$ cat config.mk
export PLATFORM = sky130hd
export DESIGN_NAME = dedup_request_queue_dispatcher
export DESIGN_NICKNAME = d
export VERILOG_FILES = /design/src/hw/rtl/ddq_pkg.sv /design/src/hw/rtl/ddq_lane.sv /design/src/hw/rtl/ddq_queue.sv /design/src/hw/rtl/dedup_request_queue_dispatcher.sv
export VERILOG_INCLUDE_DIRS = /design/src /design/src/hw/rtl
export SDC_FILE = /design/constraint.sdc
export NUM_CORES = 1
export LEC_CHECK = 0
export ABC_AREA = 1
export BUFFER_PORTS_ARGS = -buffer_cell sky130_fd_sc_hd__buf_2
export CAP_MARGIN = 15
export CELL_PAD_IN_SITES_DETAIL_PLACEMENT = 1
export CELL_PAD_IN_SITES_GLOBAL_PLACEMENT = 2
export CORE_MARGIN = 2
export CORE_UTILIZATION = 33
export CTS_CLUSTER_SIZE = 8
export DETAILED_ROUTE_END_ITERATION = 6
export PLACE_DENSITY_LB_ADDON = 0.1
export RECOVER_POWER = 50
export SYNTH_ARGS = -nofsm -noshare
export SYNTH_HDL_FRONTEND = slang
export SYNTH_SLANG_ARGS = --single-unit
$ cat constraint.sdc
create_clock -name clock -period 3.3 [get_ports clock]
set_input_delay 0.66 -clock clock [delete_from_list [all_inputs] [get_ports clock]]
set_output_delay 0.66 -clock clock [all_outputs]
set_load 0.01 [all_outputs]
$ cat src/hw/rtl/dedup_request_queue_dispatcher_macros.svh
// Assertion helpers shared by the dispatcher.
`ifndef DEDUP_REQUEST_QUEUE_DISPATCHER_MACROS_SVH
`define DEDUP_REQUEST_QUEUE_DISPATCHER_MACROS_SVH

// Condition holds in the same cycle as its trigger.
`define DDQ_ASSERT_NOW(label, clk, rst, trig, cond, msg) \
   label: assert property (@(posedge clk) disable iff (rst) (trig) |-> (cond)) \
      else $error(msg);

// Condition holds in the cycle after its trigger.
`define DDQ_ASSERT_NEXT(label, clk, rst, trig, cond, msg) \
   label: assert property (@(posedge clk) disable iff (rst) (trig) |=> (cond)) \
      else $error(msg);

`endif

$ cat src/hw/rtl/ddq_pkg.sv
`default_nettype none
package ddq_pkg;

   localparam int EXTRUDERS     = 16;
   localparam int HISTORY_DEPTH = 8;
   localparam int LANES         = 4;
   localparam int GROUPS        = EXTRUDERS / LANES;

   localparam int ID_W       = $clog2(EXTRUDERS);
   localparam int CNT_W      = $clog2(EXTRUDERS + 1);
   localparam int LANE_W     = $clog2(LANES);
   localparam int GRP_W      = $clog2(GROUPS);
   localparam int NUM_W      = 5;
   localparam int HIST_IDX_W = 3;
   localparam int MASK_W     = 16;
   localparam int CSR_IDX_W  = 2;

   localparam logic [CSR_IDX_W-1:0] CSR_SINGLE_MODE  = 2'd0;
   localparam logic [CSR_IDX_W-1:0] CSR_ENABLE_MASK  = 2'd1;
   localparam logic [CSR_IDX_W-1:0] CSR_EMPTY_RECIPE = 2'd2;

   typedef logic [ID_W-1:0]       id_type;
   typedef logic [CNT_W-1:0]      cnt_type;
   typedef logic [LANE_W-1:0]     lane_type;
   typedef logic [GRP_W-1:0]      grp_type;
   typedef logic [NUM_W-1:0]      num_type;
   typedef logic [EXTRUDERS-1:0]  vec_type;

   typedef struct packed {
      logic eligible;
      logic busy;
   } lane_out_type;

   typedef struct packed {
      logic                   append;
      logic                   dequeue;
      grp_type                grp;
      logic [LANES-1:0]       eligible;
   } queue_ctrl_type;

endpackage
`default_nettype wire

$ cat src/hw/rtl/ddq_lane.sv
`default_nettype none
// One scan lane: looks at a single extruder bit of the current group.
module ddq_lane (
   input  wire ddq_pkg::vec_type      req_bits,
   input  wire ddq_pkg::vec_type      busy_bits,
   input  wire ddq_pkg::vec_type      queued,
   input  wire ddq_pkg::grp_type      grp,
   input  wire ddq_pkg::lane_type     lane_sel,
   output ddq_pkg::lane_out_type      result
);

   ddq_pkg::id_type idx;

   assign idx             = ddq_pkg::id_type'({grp, lane_sel});
   assign result.eligible = req_bits[idx] & ~busy_bits[idx] & ~queued[idx];
   assign result.busy     = busy_bits[idx];

endmodule
`default_nettype wire

$ cat src/hw/rtl/ddq_queue.sv
`default_nettype none
// Deduplicated FIFO of extruder numbers. Appends merge the lane results in
// ascending bit order; the queued mask tracks which extruders are present.
module ddq_queue (
   input  wire                        clock,
   input  wire                        reset,
   input  wire ddq_pkg::queue_ctrl_type ctrl,
   output ddq_pkg::cnt_type           len,
   output ddq_pkg::id_type            head,
   output ddq_pkg::vec_type           queued
);

   ddq_pkg::id_type  slots_ff [ddq_pkg::EXTRUDERS];
   ddq_pkg::id_type  slots_in [ddq_pkg::EXTRUDERS];
   ddq_pkg::cnt_type len_ff;
   ddq_pkg::cnt_type len_in;
   ddq_pkg::vec_type queued_ff;
   ddq_pkg::vec_type queued_in;

   always_comb begin
      ddq_pkg::id_type id;
      id        = '0;
      slots_in  = slots_ff;
      len_in    = len_ff;
      queued_in = queued_ff;
      if (ctrl.append) begin
         for (int k = 0; k < ddq_pkg::LANES; k++) begin
            id = ddq_pkg::id_type'({ctrl.grp, ddq_pkg::lane_type'(k)});
            if (ctrl.eligible[k] && len_in < ddq_pkg::cnt_type'(ddq_pkg::EXTRUDERS)) begin
               slots_in[len_in[ddq_pkg::ID_W-1:0]] = id;
               queued_in[id] = 1'b1;
               len_in = len_in + ddq_pkg::cnt_type'(1);
            end
         end
      end else if (ctrl.dequeue) begin
         for (int i = 0; i < ddq_pkg::EXTRUDERS - 1; i++) begin
            slots_in[i] = slots_ff[i + 1];
         end
         queued_in[slots_ff[0]] = 1'b0;
         len_in = len_ff - ddq_pkg::cnt_type'(1);
      end
   end

   always_ff @(posedge clock) begin
      slots_ff <= slots_in;
      if (reset) begin
         len_ff    <= '0;
         queued_ff <= '0;
      end else begin
         len_ff    <= len_in;
         queued_ff <= queued_in;
      end
   end

   assign len    = len_ff;
   assign head   = slots_ff[0];
   assign queued = queued_ff;

endmodule
`default_nettype wire

$ cat src/hw/rtl/dedup_request_queue_dispatcher.sv
// Flow: in single mode an accepted transaction scans the four groups in ST_SCAN,
// then passes through ST_DISPATCH and ST_DONE, which registers the result once the
// response slot is free. Outside single mode it goes from ST_IDLE straight to ST_DONE.
// A new transaction is accepted only in ST_IDLE, after the last result is issued; the
// four lanes scan one group of four extruder bits per cycle.
// Reset (synchronous, active high) empties the queue and history, clears a pending clear.
`default_nettype none
`include "dedup_request_queue_dispatcher_macros.svh"
module dedup_request_queue_dispatcher (
   input  wire                              clock,
   input  wire                              reset,
   input  wire                              req_valid,
   output logic                             req_ready,
   input  wire [15:0]                       req_request_bits,
   input  wire [15:0]                       req_busy_bits,
   input  wire                              req_recipe_waiting,
   input  wire                              req_paused,
   input  wire                              req_clear_request,
   input  wire [2:0]                        req_history_index,
   output logic                             rsp_valid,
   input  wire                              rsp_ready,
   output logic                             rsp_start_valid,
   output logic [4:0]                       rsp_start_number,
   output logic [4:0]                       rsp_queue_count,
   output logic [3:0]                       rsp_selected_extruder,
   output logic [4:0]                       rsp_history_entry,
   input  wire                              csr_valid,
   output logic                             csr_ready,
   input  wire [ddq_pkg::CSR_IDX_W-1:0]     csr_index,
   input  wire [15:0]                       csr_data
);

   typedef enum logic [1:0] {ST_IDLE, ST_SCAN, ST_DISPATCH, ST_DONE} state_type;

   state_type                       state_ff, state_in;
   ddq_pkg::grp_type                grp_ff, grp_in;
   ddq_pkg::vec_type                req_bits_ff, req_bits_in;
   ddq_pkg::vec_type                busy_bits_ff, busy_bits_in;
   logic                            waiting_ff, waiting_in;
   logic                            paused_ff, paused_in;
   logic [ddq_pkg::HIST_IDX_W-1:0]  hidx_ff, hidx_in;
   logic                            any_busy_ff, any_busy_in;
   logic                            start_ff, start_in;
   ddq_pkg::num_type                number_ff, number_in;
   ddq_pkg::id_type                 head_ff, head_in;
   ddq_pkg::num_type                history_ff [ddq_pkg::HISTORY_DEPTH];
   ddq_pkg::num_type                history_in [ddq_pkg::HISTORY_DEPTH];
   logic                            clear_pending_ff, clear_pending_in;
   logic                            single_mode_ff, single_mode_in;
   logic [ddq_pkg::MASK_W-1:0]      enable_ff, enable_in;
   logic [ddq_pkg::MASK_W-1:0]      empty_ff, empty_in;
   logic                            rsp_valid_ff, rsp_valid_in;
   logic                            rsp_start_valid_ff, rsp_start_valid_in;
   ddq_pkg::num_type                rsp_start_number_ff, rsp_start_number_in;
   ddq_pkg::cnt_type                rsp_queue_count_ff, rsp_queue_count_in;
   ddq_pkg::id_type                 rsp_selected_ff, rsp_selected_in;
   ddq_pkg::num_type                rsp_history_ff, rsp_history_in;

   ddq_pkg::lane_out_type           lane_out [ddq_pkg::LANES];
   ddq_pkg::queue_ctrl_type         q_ctrl;
   ddq_pkg::cnt_type                q_len;
   ddq_pkg::id_type                 q_head;
   ddq_pkg::vec_type                q_queued;
   logic                            lanes_busy;
   logic                            go;
   logic                            start_now;
   logic                            req_accept;
   logic                            rsp_free;

   for (genvar k = 0; k < ddq_pkg::LANES; k++) begin : g_lane
      ddq_lane u_lane (
         .req_bits  (req_bits_ff),
         .busy_bits (busy_bits_ff),
         .queued    (q_queued),
         .grp       (grp_ff),
         .lane_sel  (ddq_pkg::lane_type'(k)),
         .result    (lane_out[k])
      );
      assign q_ctrl.eligible[k] = lane_out[k].eligible;
   end

   always_comb begin
      lanes_busy = 1'b0;
      for (int k = 0; k < ddq_pkg::LANES; k++) begin
         lanes_busy = lanes_busy | lane_out[k].busy;
      end
   end

   // Dispatch is blocked while anything is busy; the head is dequeued even
   // when its start is suppressed.
   assign go        = (q_len != '0) && !waiting_ff && !paused_ff && !any_busy_ff;
   assign start_now = go && enable_ff[q_head] && !empty_ff[q_head] && req_bits_ff[q_head];

   assign q_ctrl.append  = (state_ff == ST_SCAN);
   assign q_ctrl.dequeue = (state_ff == ST_DISPATCH) && go;
   assign q_ctrl.grp     = grp_ff;

   ddq_queue u_queue (
      .clock  (clock),
      .reset  (reset),
      .ctrl   (q_ctrl),
      .len    (q_len),
      .head   (q_head),
      .queued (q_queued)
   );

   assign req_ready  = (state_ff == ST_IDLE);
   assign req_accept = req_valid && req_ready;
   assign rsp_free   = !rsp_valid_ff || rsp_ready;
   assign csr_ready  = 1'b1;

   always_comb begin
      state_in            = state_ff;
      grp_in              = grp_ff;
      req_bits_in         = req_bits_ff;
      busy_bits_in        = busy_bits_ff;
      waiting_in          = waiting_ff;
      paused_in           = paused_ff;
      hidx_in             = hidx_ff;
      any_busy_in         = any_busy_ff;
      start_in            = start_ff;
      number_in           = number_ff;
      head_in             = head_ff;
      history_in          = history_ff;
      clear_pending_in    = clear_pending_ff;
      single_mode_in      = single_mode_ff;
      enable_in           = enable_ff;
      empty_in            = empty_ff;
      rsp_valid_in        = rsp_valid_ff && !rsp_ready;
      rsp_start_valid_in  = rsp_start_valid_ff;
      rsp_start_number_in = rsp_start_number_ff;
      rsp_queue_count_in  = rsp_queue_count_ff;
      rsp_selected_in     = rsp_selected_ff;
      rsp_history_in      = rsp_history_ff;

      if (csr_valid && csr_ready) begin
         case (csr_index)
            ddq_pkg::CSR_SINGLE_MODE:  single_mode_in = csr_data[0];
            ddq_pkg::CSR_ENABLE_MASK:  enable_in      = csr_data;
            ddq_pkg::CSR_EMPTY_RECIPE: empty_in       = csr_data;
            default: ;
         endcase
      end

      case (state_ff)
         ST_IDLE: begin
            if (req_accept) begin
               req_bits_in  = req_request_bits;
               busy_bits_in = req_busy_bits;
               waiting_in   = req_recipe_waiting;
               paused_in    = req_paused;
               hidx_in      = req_history_index;
               start_in     = 1'b0;
               number_in    = '0;
               any_busy_in  = 1'b0;
               grp_in       = '0;
               // A clear request stays pending until a transaction runs in single mode.
               if (single_mode_ff) begin
                  if (clear_pending_ff || req_clear_request) begin
                     for (int i = 0; i < ddq_pkg::HISTORY_DEPTH; i++) begin
                        history_in[i] = '0;
                     end
                  end
                  clear_pending_in = 1'b0;
                  state_in         = ST_SCAN;
               end else begin
                  clear_pending_in = clear_pending_ff | req_clear_request;
                  state_in         = ST_DONE;
               end
            end
         end
         ST_SCAN: begin
            any_busy_in = any_busy_ff | lanes_busy;
            grp_in      = grp_ff + ddq_pkg::grp_type'(1);
            if (grp_ff == ddq_pkg::grp_type'(ddq_pkg::GROUPS - 1)) begin
               state_in = ST_DISPATCH;
            end
         end
         ST_DISPATCH: begin
            if (q_len != '0) begin
               head_in = q_head;
            end
            if (start_now) begin
               start_in  = 1'b1;
               number_in = ddq_pkg::num_type'(q_head) + ddq_pkg::num_type'(1);
               for (int i = ddq_pkg::HISTORY_DEPTH - 1; i > 0; i--) begin
                  history_in[i] = history_ff[i - 1];
               end
               history_in[0] = ddq_pkg::num_type'(q_head) + ddq_pkg::num_type'(1);
            end
            state_in = ST_DONE;
         end
         ST_DONE: begin
            if (rsp_free) begin
               rsp_valid_in        = 1'b1;
               rsp_start_valid_in  = start_ff;
               rsp_start_number_in = number_ff;
               rsp_queue_count_in  = q_len;
               rsp_selected_in     = head_ff;
               rsp_history_in      = history_ff[hidx_ff];
               state_in            = ST_IDLE;
            end
         end
         default: state_in = ST_IDLE;
      endcase
   end

   always_ff @(posedge clock) begin
      grp_ff              <= grp_in;
      req_bits_ff         <= req_bits_in;
      busy_bits_ff        <= busy_bits_in;
      waiting_ff          <= waiting_in;
      paused_ff           <= paused_in;
      hidx_ff             <= hidx_in;
      any_busy_ff         <= any_busy_in;
      number_ff           <= number_in;
      rsp_start_valid_ff  <= rsp_start_valid_in;
      rsp_start_number_ff <= rsp_start_number_in;
      rsp_queue_count_ff  <= rsp_queue_count_in;
      rsp_selected_ff     <= rsp_selected_in;
      rsp_history_ff      <= rsp_history_in;
      if (reset) begin
         state_ff         <= ST_IDLE;
         start_ff         <= 1'b0;
         head_ff          <= '0;
         clear_pending_ff <= 1'b0;
         single_mode_ff   <= 1'b1;
         enable_ff        <= '0;
         empty_ff         <= '0;
         rsp_valid_ff     <= 1'b0;
         for (int i = 0; i < ddq_pkg::HISTORY_DEPTH; i++) begin
            history_ff[i] <= '0;
         end
      end else begin
         state_ff         <= state_in;
         start_ff         <= start_in;
         head_ff          <= head_in;
         clear_pending_ff <= clear_pending_in;
         single_mode_ff   <= single_mode_in;
         enable_ff        <= enable_in;
         empty_ff         <= empty_in;
         rsp_valid_ff     <= rsp_valid_in;
         history_ff       <= history_in;
      end
   end

   assign rsp_valid             = rsp_valid_ff;
   assign rsp_start_valid       = rsp_start_valid_ff;
   assign rsp_start_number      = rsp_start_number_ff;
   assign rsp_queue_count       = rsp_queue_count_ff;
   assign rsp_selected_extruder = rsp_selected_ff;
   assign rsp_history_entry     = rsp_history_ff;

   `DDQ_ASSERT_NOW(a_len_bound, clock, reset, 1'b1, q_len <= ddq_pkg::cnt_type'(ddq_pkg::EXTRUDERS), "queue length exceeds extruder count")
   `DDQ_ASSERT_NOW(a_mask_matches_len, clock, reset, 1'b1, $countones(q_queued) == q_len, "queued mask disagrees with queue length")
   `DDQ_ASSERT_NOW(a_start_number, clock, reset, rsp_valid_ff && rsp_start_valid_ff, rsp_start_number_ff != '0, "start issued without a number")
   `DDQ_ASSERT_NEXT(a_result_issued, clock, reset, (state_ff == ST_DONE) && rsp_free, rsp_valid_ff && (state_ff == ST_IDLE), "finished transaction not presented")

endmodule
`default_nettype wire
== After elaboration in Yosys (flattened, before gate mapping) ==
Cells that the tools add are included.
W data, S select, Z words.
Word-level totals
  register bits after elaboration: 232
  bits of input ports: 61
  output and inout port bits: 23
Cells by class
  add/subtract/negate cells: 7
  $lt $le $gt $ge: 23
  equality and inequality tests: 12
  muxes and demuxes: 104
  bitwise gates (word level): 32
  reduce and logical (&&, ||, !) cells: 46
Operators by type and width (count)
  $mux W64: 7
  $bwmux W64: 4
  $mux W40: 4
  $mux W16: 9
  $mux W60: 2
  $pmux W40 S2: 1
  $mux W5: 13
  $demux W4 S4: 4
  $lt A4 B5 Y1 const B: 5
  $mux W1: 25
  $bmux W1 S2: 12
  $logic_and A1 B1 Y1: 22
  $add A5 B1 Y5 const B: 4
  $ge A4 B1 Y1 const B: 5
  $ge A5 B5 Y1 const B: 4
  $lt A5 B1 Y1 const B: 4
  $lt A5 B5 Y1 const B: 4
  $not A4 Y5: 4
  $and A16 B16 Y16: 1
  $mux W4: 4
  $not A16 Y16: 1
  $or A16 B13 Y16: 1
  $or A16 B14 Y16: 1
  $or A16 B15 Y16: 1
  other kinds (30): 82

== Logic depth before layout (Yosys ltp) ==
  depth in word-level cells: 24
  gate-level depth with buffers: 27
  gate-level depth less buffers: 26

== Hierarchy ==
Synthesis repeated with hierarchy kept, for this count alone.
Unflattened totals
  cell total of the unflattened synthesis: 2303
  area, all modules: 15398.5 µm²
Modules (own cells, without submodules)
  ddq_queue: times used 1, cells each 973, area an instance 6552.5 µm², sequential area each 2342.2 µm²
  dedup_request_queue_dispatcher: times used 1, cells each 770, area an instance 6348.6 µm², sequential area each 3593.4 µm²
  ddq_lane: times used 4, cells each 140, area an instance 624.3 µm², sequential area each 0.0 µm²

== Worst setup path after synthesis ==
No wires, ideal clock.
  path type: flip-flop to flip-flop
  from: register grp_ff[0]
  to: register u_queue.slots_ff (netlist bit u_queue.head[2]), data pin
  setup time: 266 ps
  arrival: 3356 ps
  path slack: -322 ps
  stages on the path, launching flop included: 27
  cells stage by stage: edfxtp_1 > buf_6 > inv_8 > nand2_1 > nand3_2 > nand2_4 > nor2_8 > nand2_4 > nand2_2 > nand2_2 > inv_1 > ha_1 > inv_1 > nor2_4 > nand2_4 > nand3_4 > buf_4 > xor2_1 > ha_1 > clkbuf_1 > inv_1 > nor2_2 > nand2_2 > nand2_1 > nand2_1 > nand3_1 > o21ai_1
RTL lines
  from (decl): RTL line dedup_request_queue_dispatcher.sv:36  | ddq_pkg::grp_type grp_ff, grp_in;
  from (signal assigned): RTL line dedup_request_queue_dispatcher.sv:209  | grp_ff <= grp_in;
  to (signal assigned): RTL line ddq_queue.sv:45  | slots_ff <= slots_in;
  to (decl): RTL line ddq_queue.sv:13  | ddq_pkg::id_type slots_ff [ddq_pkg::EXTRUDERS];

==> metrics <==
result of the run=complete, but fails checks; failing checks=setup timing; die outline width=205 um; Arr. time, crit path=3.70 ns; Post-Synthesis Cells=1765; met1 capacity usage during global routing=31.4%; final setup slack of the worst path=-0.0901 ns; Max transition margin=56.3%; number of sinks on the clock net=232; register-to-register path setup slack=-0.09 ns; Clock Tree Root=sky130_fd_sc_hd__clkbuf_16; total grt overflow=0; final count of hold timing violations=0; maximum root-to-sink buffer count=3; standard-cell rows=73; maximum resistive drop on vdd=0.529 mV; Final Setup Violations=34; clock insertion delay at the later pin of the skew report=0.55 ns; net count of the mapped netlist=1854; die area=42100 um^2; iteration-0 DRC count of the detailed router=461; Hold Crit Class=in2reg; routed vias/inst=5.12; unrepaired setup endpoints after global routing=yes; number of antenna violations at the first check in global routing=0; highest-utilization routing layer at the global route stage=met2; Port Buf Inserts=82; CP Data Required Time=3.61 ns; CTS tree=done; crit path launch type=flop; overall power consumption=22600 uW; number of global-route vias before repair=13400; leakage=0.00746 uW; drt first pass iters=5; power per standard cell area=1300 nW/um^2; Max Freq=295 MHz; met2 track utilization from global routing=40.4%; starting utilization of the core area=33.5%; routed length per instance=19.7 um; Avg Inst Size Synth=7.56 um^2; number of cells on the worst hold path=1; Warnings, synthesis=0; number of max-cap violations=0; number of levels the H-tree was split into=2; post-route DRC violation count=0; final critical delay including setup and external delays=3.39 ns; synthesized cell area=13300 um^2; worst-path fanout max=7; core area=39800 um^2; worst-margin pin slew=0.656 ns; setup skew after layout=0.0102 ns; Antenna Cells=0; layout cells sized above 1=24.0%; post-route clock period utilization=103%; WS Path Type=reg2reg; final-report max-slew violation count=0; post-layout net count=2083; sequential area share after synthesis=44.5%; global-route wire length before repair=77000 um; Tot GR Track Use=23.8%; GP Congestion=0.853; count of distinct cell types in the synthesized netlist=46; DP HPWL=35300 um; Routed WL=50100 um; Die Y-Extent=205 um; Area growth, synth to finish=30.6%; Yosys reg bits=232; IO Pins=84; Critical Path End Type=flop; Global Route met3 Usage=3.39%; via total after detailed routing=13000; cell count of the worst reg-to-reg path=24; core utilization of the finished layout=43.8%; Worst-path clk slew=0.06 ns; number of buffers created by CTS=36; number of nets with antenna violations after routing=0; maximum number of pins on one net before global-route repair=66
==> through the flow <==
step / area (um^2) / setup TNS, ns / hold slack [ns] / std cells / setup WS, ns
final: 17400 / -1.55 / 0.286 / 2546 / -0.0901
after global routing: 17400 / -8.75 / 0.259 / 2546 / -0.234
after CTS: 16600 / -0.0400 / 0.258 / 2524 / -0.0221
after detailed placement: 15400 / -1.52 / 0.407 / 2454 / -0.112
after global placement: 15400 / -0.115 / 0.404 / 2454 / -0.0395
after floorplan: 13400 / 0 / 0.400 / 1765 / 0.00122
==> cell usage in the layout, fill, tap and decap left out, types with 10 or more instances in the layout <==
| master | Yosys | routed |
|---|---|---|
| sky130_fd_sc_hd__nand2_1 | 548 | 502 |
| sky130_fd_sc_hd__buf_4 | 3 | 154 |
| sky130_fd_sc_hd__nor2_1 | 157 | 149 |
| sky130_fd_sc_hd__edfxtp_1 | 129 | 129 |
| sky130_fd_sc_hd__o21ai_0 | 125 | 121 |
| sky130_fd_sc_hd__inv_1 | 127 | 113 |
| sky130_fd_sc_hd__a21oi_1 | 114 | 110 |
| sky130_fd_sc_hd__dfxtp_1 | 103 | 103 |
| sky130_fd_sc_hd__nand4_1 | 84 | 84 |
| sky130_fd_sc_hd__nand3_1 | 100 | 83 |
| sky130_fd_sc_hd__buf_2 | 20 | 80 |
| sky130_fd_sc_hd__nand2_2 | 15 | 43 |
| sky130_fd_sc_hd__clkbuf_16 | 0 | 39 |
| sky130_fd_sc_hd__buf_6 | 5 | 34 |
| sky130_fd_sc_hd__nand2_4 | 8 | 25 |
| sky130_fd_sc_hd__clkbuf_1 | 54 | 24 |
| sky130_fd_sc_hd__a31oi_1 | 20 | 20 |
| sky130_fd_sc_hd__nand3_2 | 6 | 18 |
| sky130_fd_sc_hd__ha_1 | 28 | 17 |
| sky130_fd_sc_hd__nor2_4 | 6 | 14 |
| sky130_fd_sc_hd__inv_2 | 3 | 10 |
| sky130_fd_sc_hd__nand3_4 | 4 | 10 |
| sky130_fd_sc_hd__o21ai_1 | 9 | 10 |
==> cell families after synthesis <==
| kind of cell | Yosys count | share of synthesized area, % |
|---|---|---|
| AND/OR/NAND/NOR | 956 | 32.2 |
| AO/OA/AOI/OAI | 312 | 12.9 |
| flip-flops | 232 | 44.5 |
| buffers and inverters | 230 | 7.36 |
| adder cells (fa/ha/maj) | 28 | 2.63 |
| XOR/XNOR | 6 | 0.394 |
| other | 1 | 0.0281 |
==> critical path, cell delays in order (launching register included) <==
cell and delay (ns):
sky130_fd_sc_hd__edfxtp_1 0.45, sky130_fd_sc_hd__buf_6 0.17, sky130_fd_sc_hd__inv_8 0.07, sky130_fd_sc_hd__nand2_4 0.05, sky130_fd_sc_hd__nand3_2 0.07, sky130_fd_sc_hd__nand2_4 0.07
sky130_fd_sc_hd__nor2_8 0.13, sky130_fd_sc_hd__buf_4 0.17, sky130_fd_sc_hd__nand3_4 0.09, sky130_fd_sc_hd__nand3_4 0.17, sky130_fd_sc_hd__nand2_2 0.08, sky130_fd_sc_hd__inv_1 0.13
sky130_fd_sc_hd__nor2_4 0.06, sky130_fd_sc_hd__ha_4 0.25, sky130_fd_sc_hd__o21ai_4 0.24, sky130_fd_sc_hd__inv_2 0.10, sky130_fd_sc_hd__buf_6 0.13, sky130_fd_sc_hd__ha_4 0.16
sky130_fd_sc_hd__inv_4 0.07, sky130_fd_sc_hd__nor2_8 0.05, sky130_fd_sc_hd__nand2_2 0.08, sky130_fd_sc_hd__buf_6 0.10, sky130_fd_sc_hd__nand4_1 0.06, sky130_fd_sc_hd__nand3_1 0.09
sky130_fd_sc_hd__nand2_1 0.06
==> synthesized netlist by cell type, drive strengths merged <==
| cell | number | area, um^2 |
|---|---|---|
| a32o | 1 | 10.0 |
| and3 | 1 | 6.26 |
| o31ai | 3 | 22.5 |
| dfxtp | 103 | 2060 |
| nand4 | 85 | 538 |
| a41oi | 2 | 17.5 |
| inv | 133 | 512 |
| edfxtp | 129 | 3870 |
| o221ai | 6 | 52.6 |
| ha | 28 | 350 |
| nand2 | 571 | 2240 |
| nand3b | 7 | 52.6 |
| a211oi | 2 | 15.0 |
| o21a | 7 | 52.6 |
| buf | 38 | 249 |
| nand3 | 110 | 631 |
| o22ai | 7 | 43.8 |
| clkbuf | 54 | 203 |
| a311oi | 7 | 61.3 |
| a31oi | 20 | 125 |
| nor3 | 9 | 45.0 |
| nor2 | 173 | 788 |
| o21ai | 134 | 671 |
| xor2 | 6 | 52.6 |
| a21oi | 114 | 571 |
| clkinv | 5 | 18.8 |
| conb | 1 | 3.75 |
| o311ai | 7 | 61.3 |
| o22a | 1 | 8.76 |
| a22oi | 1 | 7.51 |
==> layer usage <==
| metal | wire (um) | vias to the layer above |
|---|---|---|
| li1 | - | 6422 |
| met1 | 22800 | 6349 |
| met2 | 24600 | 190 |
| met3 | 1450 | 69 |
| met4 | 1150 | 0 |
| met5 | 0 | - |
==> area by class of cell <==
cell class,instances,area [um^2]
inverter,138,558
clock inverter,8,72.6
multi-input combinational,1304,7040
fill,4942,22400
clock buffer,57,1000
sequential,232,5940
tap,525,657
timing repair buffer,282,2150
==> power breakdown <==
| part | total (uW) | switching [uW] | internal, uW |
|---|---|---|---|
| Clock | 3490 | 1400 | 2090 |
| Combinational | 14500 | 9010 | 5470 |
| Sequential | 4640 | 500 | 4140 |
==> flip-flops by register name, indices dropped and copies added (netlist names), 5 cells and up <==
name               cells
rsp_history_entry      5
history_ff            40
rsp_start_number       5
u_queue.slots_ff      60
u_queue.len            5
enable_ff             16
busy_bits_ff          16
number_ff              5
empty_ff              16
req_bits_ff           16
u_queue.queued        16
rsp_queue_count        5
==> worst paths after layout <==
check,from,end
setup / recovery,grp_ff[0],u_queue.slots_ff[38]
hold / removal,req_request_bits[3],req_bits_ff[3]
setup reg to reg,grp_ff[0],u_queue.slots_ff[38]
hold reg to reg,number_ff[2],rsp_start_number[2]
==> repair_timing <==
action | CTS | global route
hold endpoints to repair | 0 | 0
hold buffers | 0 | 0
cloned | 1 | 3
setup buffers | 4 | 19
resized for setup | 27 | 168
endpoints found under the setup margin | 41 | 68
pin swaps | 4 | 64
(Power assumes the default switching activity.)
